[src/rtl/core/fol_pkg.sv]
// ----------------------------------------------------------------------------
// fol_pkg
// Shared types and constants for the frequency-ordered list core.
// ----------------------------------------------------------------------------
package fol_pkg;

  localparam int ENTRIES_DEF     = 64;
  localparam int VALUE_WIDTH_DEF = 16;
  localparam int COUNT_WIDTH_DEF = 16;

  localparam int IN_VALUE_W = 16;
  localparam int STATUS_W   = 2;
  localparam int POS_W      = 7;

  typedef enum logic {
    REQ_APPEND = 1'b0,
    REQ_ACCESS = 1'b1
  } fol_req_t;

  typedef enum logic [STATUS_W-1:0] {
    STATUS_DONE      = 2'd0,
    STATUS_NOT_FOUND = 2'd1,
    STATUS_FULL      = 2'd2
  } fol_status_t;

  typedef enum logic [1:0] {
    ST_IDLE,
    ST_FIND,
    ST_SEL,
    ST_MOVE
  } fol_state_t;

  typedef struct packed {
    logic                  req_type;
    logic [IN_VALUE_W-1:0] value;
  } fol_in_t;

  typedef struct packed {
    logic [STATUS_W-1:0] status;
    logic [POS_W-1:0]    pos_before;
    logic [POS_W-1:0]    pos_after;
  } fol_out_t;

  typedef struct packed {
    logic load_new;
    logic move;
  } fol_cell_ctrl_t;

endpackage

[src/rtl/core/fol_cell.sv]
// ----------------------------------------------------------------------------
// fol_cell
// One list slot: value and count, local match and shift-down from neighbour.
// ----------------------------------------------------------------------------
module fol_cell #(
  parameter int INDEX       = 0,
  parameter int VALUE_WIDTH = fol_pkg::VALUE_WIDTH_DEF,
  parameter int COUNT_WIDTH = fol_pkg::COUNT_WIDTH_DEF,
  parameter int IDX_W       = 6,
  parameter int TOT_W       = 7
) (
  input  logic                    clk,
  input  fol_pkg::fol_cell_ctrl_t ctrl,
  input  logic [VALUE_WIDTH-1:0]  key,
  input  logic [COUNT_WIDTH-1:0]  cnt_new,
  input  logic [TOT_W-1:0]        total,
  input  logic [IDX_W-1:0]        found_idx,
  input  logic                    sel,
  input  logic [VALUE_WIDTH-1:0]  prev_value,
  input  logic [COUNT_WIDTH-1:0]  prev_count,
  input  logic                    prev_lt,
  output logic [VALUE_WIDTH-1:0]  value,
  output logic [COUNT_WIDTH-1:0]  count,
  output logic                    match,
  output logic                    lt,
  output logic                    head,
  output logic [COUNT_WIDTH-1:0]  sel_count
);

  logic [VALUE_WIDTH-1:0] value_r;
  logic [COUNT_WIDTH-1:0] count_r;
  logic                   valid;
  logic                   is_found;
  logic                   shift_en;

  assign valid     = TOT_W'(INDEX) < total;
  assign match     = valid && (value_r == key);
  assign is_found  = IDX_W'(INDEX) == found_idx;
  assign lt        = (IDX_W'(INDEX) < found_idx) && (count_r < cnt_new);
  assign shift_en  = lt || is_found;
  assign head      = shift_en && !prev_lt;
  assign sel_count = sel ? count_r : '0;
  assign value     = value_r;
  assign count     = count_r;

  always_ff @(posedge clk) begin
    if (ctrl.load_new && (total == TOT_W'(INDEX))) begin
      value_r <= key;
      count_r <= '0;
    end else if (ctrl.move && shift_en) begin
      if (prev_lt) begin
        value_r <= prev_value;
        count_r <= prev_count;
      end else begin
        value_r <= key;
        count_r <= cnt_new;
      end
    end
  end

endmodule

[config.mk]
export PLATFORM = sky130hd
export DESIGN_NAME = fol_cell
export DESIGN_NICKNAME = d
export VERILOG_FILES = /design/src/rtl/core/fol_pkg.sv /design/src/rtl/core/fol_cell.sv
export SDC_FILE = /design/constraint.sdc
export NUM_CORES = 1
export LEC_CHECK = 0
export BUFFER_PORTS_ARGS = -buffer_cell sky130_fd_sc_hd__buf_4
export CAP_MARGIN = 10
export CORE_ASPECT_RATIO = 2
export CORE_MARGIN = 2
export CORE_UTILIZATION = 41
export CTS_BUF_LIST = sky130_fd_sc_hd__clkbuf_4 sky130_fd_sc_hd__clkbuf_8
export DETAILED_ROUTE_END_ITERATION = 7
export PLACE_DENSITY = 0.82
export SLEW_MARGIN = 20
export SYNTH_ARGS = -nofsm -noshare
export SYNTH_HDL_FRONTEND = slang
export SYNTH_SLANG_ARGS = --single-unit
[constraint.sdc]
create_clock -name clk -period 2.45 [get_ports clk]
set_input_delay 0.49 -clock clk [delete_from_list [all_inputs] [get_ports clk]]
set_output_delay 0.49 -clock clk [all_outputs]
set_load 0.05 [all_outputs]
==> results of run 1 <==
## power by group through the flow
stage / Combinational (uW) / Sequential (uW) / Clock [uW]
6_report: 2560 / 996 / 521
5_1_grt: 2720 / 1030 / 558
4_1_cts: 2510 / 994 / 532
3_5_place_dp: 2480 / 998 / 0
3_3_place_gp: 2450 / 993 / 0
2_1_floorplan: 1100 / 1620 / 0
## timing repair
item	CTS	global route
endpoints found under the setup margin	2	2
pin swaps	3	5
hold buffers	0	0
gates resized for setup	7	11
buffers inserted	0	1
## registers in the layout, summed over array words and instances (netlist names)
register  count
value        16
count        16
## per-stage QoR
stage	hold slack, ns	std cells	setup WS (ns)
after detailed placement	0.558	405	-0.0976
after global routing	0.495	414	-0.0378
after floorplan	0.658	219	0.0464
after global placement	0.544	405	-0.0659
after CTS	0.504	413	0.0169
final	0.508	414	0.0439
## Yosys cell counts
| cell type | number |
|---|---|
| a211oi_2 | 10 |
| ha_1 | 15 |
| nand3_1 | 1 |
| and2_1 | 16 |
| nand4_1 | 1 |
| xnor2_1 | 4 |
| edfxtp_1 | 16 |
| buf_12 | 1 |
| buf_2 | 5 |
| a21oi_2 | 1 |
| and3_4 | 1 |
| inv_1 | 15 |
| nand2_1 | 9 |
| nor2_2 | 1 |
| xor2_1 | 12 |
| mux2_2 | 16 |
| dfxtp_1 | 16 |
| o21ai_0 | 4 |
| buf_6 | 2 |
| clkbuf_1 | 5 |
| or3b_1 | 1 |
| nor4_1 | 4 |
| mux2i_1 | 16 |
| a31oi_1 | 16 |
| o21ai_1 | 1 |
| a21oi_1 | 10 |
| nor4_2 | 1 |
| and3_1 | 2 |
| nor3_1 | 1 |
| buf_1 | 1 |
| or2_2 | 1 |
| nor2b_1 | 2 |
| nor2_1 | 3 |
| a211oi_1 | 8 |
| nor3_2 | 1 |
## routing by layer
| layer | GRT usage | vias to the layer above |
|---|---|---|
| li1 | - | 1069 |
| met1 | 0.214 | 1000 |
| met2 | 0.404 | 105 |
| met3 | 0.0474 | 7 |
| met4 | 0.0765 | 0 |
| met5 | 0 | - |
## worst min path at each step
stage / startpoint / to / slack (ns) / depth (start not counted)
global placement: count[3] / count[3] / 0.54 / 2
finish: prev_value[1] / value[1] / 0.51 / 2
global route: prev_value[7] / value[7] / 0.50 / 2
floorplan: count[15] / count[15] / 0.66 / 2
CTS: prev_value[4] / value[4] / 0.50 / 2
detailed placement: count[3] / count[3] / 0.56 / 2
## cells by family (layout without fill, tap and decap cells)
family / count (synthesis) / count (layout) / synth area share
compound gates: 50 / 50 / 0.164
simple gates: 45 / 45 / 0.118
mux: 32 / 32 / 0.151
flops: 32 / 32 / 0.356
buf+inv: 29 / 164 / 0.0650
xor+xnor: 16 / 16 / 0.0623
fa+ha+maj: 15 / 15 / 0.0834
## placed cells by master (no fill, tap or decap), drive strengths merged
| cell | instances |
|---|---|
| nor2 | 4 |
| nor4 | 5 |
| inv | 15 |
| and3 | 3 |
| bufinv | 1 |
| nor3 | 2 |
| nand4 | 1 |
| o21ai | 5 |
| mux2 | 16 |
| a21oi | 11 |
| mux2i | 16 |
| xor2 | 12 |
| nand2 | 9 |
| xnor2 | 4 |
| and2 | 16 |
| edfxtp | 16 |
| nor2b | 2 |
| a31oi | 16 |
| or3b | 1 |
| a211oi | 18 |
| clkbuf | 6 |
| nand3 | 1 |
| ha | 15 |
| or2 | 1 |
| buf | 141 |
| dfxtp | 16 |
| clkinv | 1 |
## final cells by class
type	count	area share
Tap cell	60	0.0214
Clock buffer	6	0.0218
Multi-Input combinational cell	158	0.393
Clock inverter	2	0.0100
Timing Repair Buffer	141	0.303
Inverter	15	0.0161
Sequential cell	32	0.234
==> results.md, run 1 <==
- Initial antenna violation count: 0
- Net switching power: between 2000 and 2500 uW
- Clock transition at the registers of the reported paths: approximately 0.080 ns
- Maximum level of the CTS H-tree: 2
- Sequential fraction of design power: 0.244
- Number of global-route vias before repair: 2111
- Synth area leaders: edfxtp_1 21%, dfxtp_1 14%, ha_1 8.3%, mux2_2 8.0%, mux2i_1 7.1%
- Final instance area: around 3500 sq um
- First-pass GRT wire length: a little under 10 mm
- Setup crit end: head
- CP max stage delay: about 0.34 ns
- DRT antenna net count: 0
- Cells on worst reg2reg path: 7
- Max_cap viols: 0
- Crit Path Max Fanout: 4
- Clock network power share: 0.128
- Final Hold Vio Count: 0
- Internal power: a little over 2000 uW
- Drt drc: 0
- CTS root buf: clkbuf_8
- IO buf count: approximately 130
- Multi-input gate area: about 1400 sq um
- Gpl congestion: roughly 0.8
- Cell depth of the worst setup path: 8
- Final setup viols: 0
- Layout cells sized above 1: 0.585
- Row cnt: 38
- Slew Limit Fails: 0
- CP required: between 1.5 and 2 ns
- Crit path max-delay family: compound AO/OA/AOI/OAI gates
- Largest net degree at the start of global routing: 19
- Core area: 5370 sq um
- Startpoint types: register
- Tightest Pin Transition: ~0.4 ns
- Total clock sinks: 32
- Worst path bufs/invs: 2
- Highest metal used: met4
- # nets final: 450
- Initial core utilization: 0.419
- Post-synthesis sequential area ratio: 0.356
- Max Buffers Root-to-Sink: 2
- Worst setup path startpoint: count[11]
- Pwr per Cell Area: around 1200 nW/um^2
- Post-layout util: 0.652
- Min Tclk post-route: roughly 2.4 ns
- Met2 WL post-DR: roughly 3.6 mm
- Sequential cell area: between 800 and 900 sq um
- WL/cell: 15.5 um
- CP arrival: 1.92 ns
- Cell Chain, Critical Path: ha_1, a21oi_2, o21ai_2, a21oi_2, o21ai_1, buf_4, a21oi_4, buf_6
- Die width: 56.4 um
- Status: complete, no violations
- Syn_nets: ~320
- Iteration-0 DRC count of the detailed router: 38
- Tot Pwr: roughly 4000 uW
- CTS tree: done
- GR Util All Layers: 0.210
- Post-synthesis cell type count: 35
- Area of the mapped netlist: 2250 sq um
- Area leader, netlist: edfxtp_1
- Crit Path Class: reg2out
- Peak Freq: between 0.4 and 0.5 GHz
- Metal1 wirelength: approximately 2.3 mm
- Antenna cells: 0
- Critical Path Slowest Stage Cell: dfxtp_2
- Worst r2r dst: value[5]
- Clock Latency Late Sink: around 0.29 ns
- Met3 routed WL: 422 um
- Detailed Route WL: approximately 6.4 mm
- Total number of vias: 2181
- Period utilization: 0.982
- Area Overhead vs Synth: 55.7%
- Sw frac: 0.498
- Reg2reg start: count[11]
- Reg2Reg Setup Slack: 0.27 ns
- Drt via density: roughly 5.3
- Combinational share of power: 0.628
- Syn_area_per_cell: a little over 10 sq um
- Crit. End Element: primary output
- Gr ovfl total: 0
- Relative slew margins: 0.730
- Number of synthesized register bits: 32
- Top-area cell type share of the netlist area: 0.213
- # IOs: roughly 130
- Number of CTS-inserted buffers: 5
- Max rail drop VDD: about 1.0 mV
- Die Ht: 109 um
- Area after DPL: 3330 sq um
- Cells after Synth: roughly 220
- Clk_skew: 0.00928 ns
- Fill count: roughly 450
- Die ar.: around 6100 sq um
- Yosys warnings: 0
- Most frequent cell on the critical path: a21oi_2
- TritonRoute pass-1 iters: 4
- Class of the worst hold path: in2reg
- Dpl hpwl: about 5 mm
- Setup TNS: 0 ns
- Leak pwr: ~0.0016 uW
Power figures use the tool's default switching activity.
==> inputs of run 2 (changes only) <==
--- a/config.mk
+++ b/config.mk
@@ -13,6 +13,7 @@
 export CTS_BUF_LIST = sky130_fd_sc_hd__clkbuf_4 sky130_fd_sc_hd__clkbuf_8
 export DETAILED_ROUTE_END_ITERATION = 7
 export PLACE_DENSITY = 0.82
+export RECOVER_POWER = 50
 export SLEW_MARGIN = 20
 export SYNTH_ARGS = -nofsm -noshare
 export SYNTH_HDL_FRONTEND = slang
==> run 2 against run 1 <==
  * Global-route usage stayed put
  * Clock power hardly changed
  * Die area stayed put
  * Clock skew hardly changed
  * Via count is 0.18% higher
  * Non-clock buffer count stayed put
==> results.md, run 2 (synthesized netlist as in run 1, its figures left out) <==
- Status: complete, no violations (unchanged)
- Clock transition at the registers of the reported paths: 0.08 ns (about the same)
- Largest net degree at the start of global routing: 19 (unchanged)
- Iteration-0 DRC count of the detailed router: 41 (was 38)
- Area after DPL: 3330 sq um (unchanged)
- Clock Latency Late Sink: 0.29 ns (about the same)
- Tightest Pin Transition: 0.666 ns (was 0.401 ns)
- Peak Freq: 0.416 GHz (about the same)
- Period utilization: 0.982 (about the same)
- CP required: 1.96 ns (about the same)
- Drt drc: 0 (unchanged)
- Clock network power share: 0.134 (was 0.128)
- Startpoint types: register (unchanged)
- Max Buffers Root-to-Sink: 2 (unchanged)
- Sequential cell area: 821 sq um (unchanged)
- DRT antenna net count: 0 (unchanged)
- Class of the worst hold path: in2reg (unchanged)
- Crit path max-delay family: compound AO/OA/AOI/OAI gates (unchanged)
- Slew Limit Fails: 0 (unchanged)
- Net switching power: 2030 uW (about the same)
- Crit. End Element: primary output (unchanged)
- Gr ovfl total: 0 (unchanged)
- First-pass GRT wire length: 9.92 mm (unchanged)
- Number of CTS-inserted buffers: 5 (unchanged)
- Number of global-route vias before repair: 2111 (unchanged)
- WL/cell: 15.5 um (about the same)
- IO buf count: 132 (unchanged)
- Core area: 5370 sq um (unchanged)
- Post-layout util: 0.626 (was 0.652)
- GR Util All Layers: 0.210 (unchanged)
- Drt via density: 5.28 (was 5.27)
- Crit Path Class: reg2out (unchanged)
- Pwr per Cell Area: 1160 nW/um^2 (about the same)
- Antenna cells: 0 (unchanged)
- CP max stage delay: 0.34 ns (about the same)
- # nets final: 450 (unchanged)
- Final instance area: 3360 sq um (was 3500 sq um)
- Fill count: 493 (was 447)
- Final Hold Vio Count: 0 (unchanged)
- Tot Pwr: 3890 uW (was 4080 uW)
- Most frequent cell on the critical path: a21oi_2 (unchanged)
- Detailed Route WL: 6.41 mm (was 6.42 mm)
- Gpl congestion: 0.809 (unchanged)
- Sw frac: 0.521 (was 0.498)
- Most common cell after layout, fill and taps aside: buf_4 (unchanged)
- CTS tree: done (unchanged)
- Die Ht: 109 um (unchanged)
- Die width: 56.4 um (unchanged)
- Die ar.: 6130 sq um (unchanged)
- Relative slew margins: 0.556 (was 0.730)
- Layout cells sized above 1: 0.477 (was 0.585)
- Area Overhead vs Synth: 49.4% (was 55.7%)
- Multi-input gate area: 1380 sq um (unchanged)
- Most frequent cells in the layout: 102 x buf_4, 38 x clkbuf_1
- Min Tclk post-route: 2.40 ns (was 2.41 ns)
- Max rail drop VDD: 0.929 mV (was 1.00 mV)
- CP arrival: 1.91 ns (was 1.92 ns)
- Initial core utilization: 0.419 (unchanged)
- Combinational share of power: 0.611 (was 0.628)
- Total number of vias: 2185 (was 2181)
- Max_cap viols: 0 (unchanged)
- Total clock sinks: 32 (unchanged)
- # IOs: 133 (unchanged)
- Worst path bufs/invs: 2 (unchanged)
- Hold_buf cts: 0 (unchanged)
- Final setup viols: 0 (unchanged)
- Maximum level of the CTS H-tree: 2 (unchanged)
- Clk_skew: 0.00925 ns (was 0.00928 ns)
- Leak pwr: 0.00147 uW (was 0.00161 uW)
- Critical Path Slowest Stage Cell: dfxtp_2 (unchanged)
- CTS root buf: clkbuf_8 (unchanged)
- Reg2Reg Setup Slack: 0.27 ns (about the same)
- Sequential fraction of design power: 0.255 (was 0.244)
- Row cnt: 38 (unchanged)
- Dpl hpwl: 5.03 mm (unchanged)
- Crit Path Max Fanout: 4 (unchanged)
- Internal power: 1860 uW (was 2050 uW)
- Initial antenna violation count: 0 (unchanged)
- TritonRoute pass-1 iters: 4 (unchanged)
- Cell Chain, Critical Path: ha_1, a21oi_2, o21ai_2, a21oi_2, o21ai_1, buf_4, a21oi_4, buf_6 (unchanged)
==> run 2: routing by layer <==
layer  vias up  global-route usage  part of all wire
met5         -                   0                 0
met3         7              0.0474             0.065
met1      1003               0.214              0.36
li1       1070                   -                 -
met4         0              0.0765             0.016
met2       105               0.404              0.56
==> run 2: final timing paths <==
check / start / endpoint / cells past startpoint
hold reg to reg: count[3] / count[3] / 2
hold / removal: prev_value[1] / value[1] / 2
setup / recovery: count[11] / head / 8
setup reg to reg: count[11] / value[5] / 7
==> run 2: power groups by stage <==
stage / clock (uW) / sequential (uW) / combinational, uW
2_1_floorplan: 0 / 1620 / 1100
3_3_place_gp: 0 / 993 / 2450
3_5_place_dp: 0 / 998 / 2480
4_1_cts: 532 / 994 / 2510
5_1_grt: 558 / 1020 / 2540
6_report: 522 / 992 / 2380
==> run 2: timing repair <==
| item | CTS | global route |
|---|---|---|
| pin swaps | 3 | 5 |
| endpoints found under the setup margin | 2 | 2 |
| buffers inserted | 0 | 1 |
| resized for setup | 7 | 11 |
| gates cloned | 0 | 0 |
==> run 2: area by class of cell <==
cell class	instances	share of cell area
repair buffers	141	0.274
well taps	60	0.0223
flip-flops and latches	32	0.244
clock inverters	2	0.0104
multi-input cells	158	0.410
clock buffers	6	0.0227
inverters	15	0.0167
==> run 2: through the flow <==
stage	TNS, ns	setup slack (ns)	hold WS, ns	cells
after floorplan	0	0.0464	0.658	219
after global placement	-0.0990	-0.0659	0.544	405
after detailed placement	-0.155	-0.0976	0.558	405
after CTS	0	0.0169	0.504	413
after global routing	-0.0655	-0.0370	0.495	414
final	0	0.0450	0.509	414
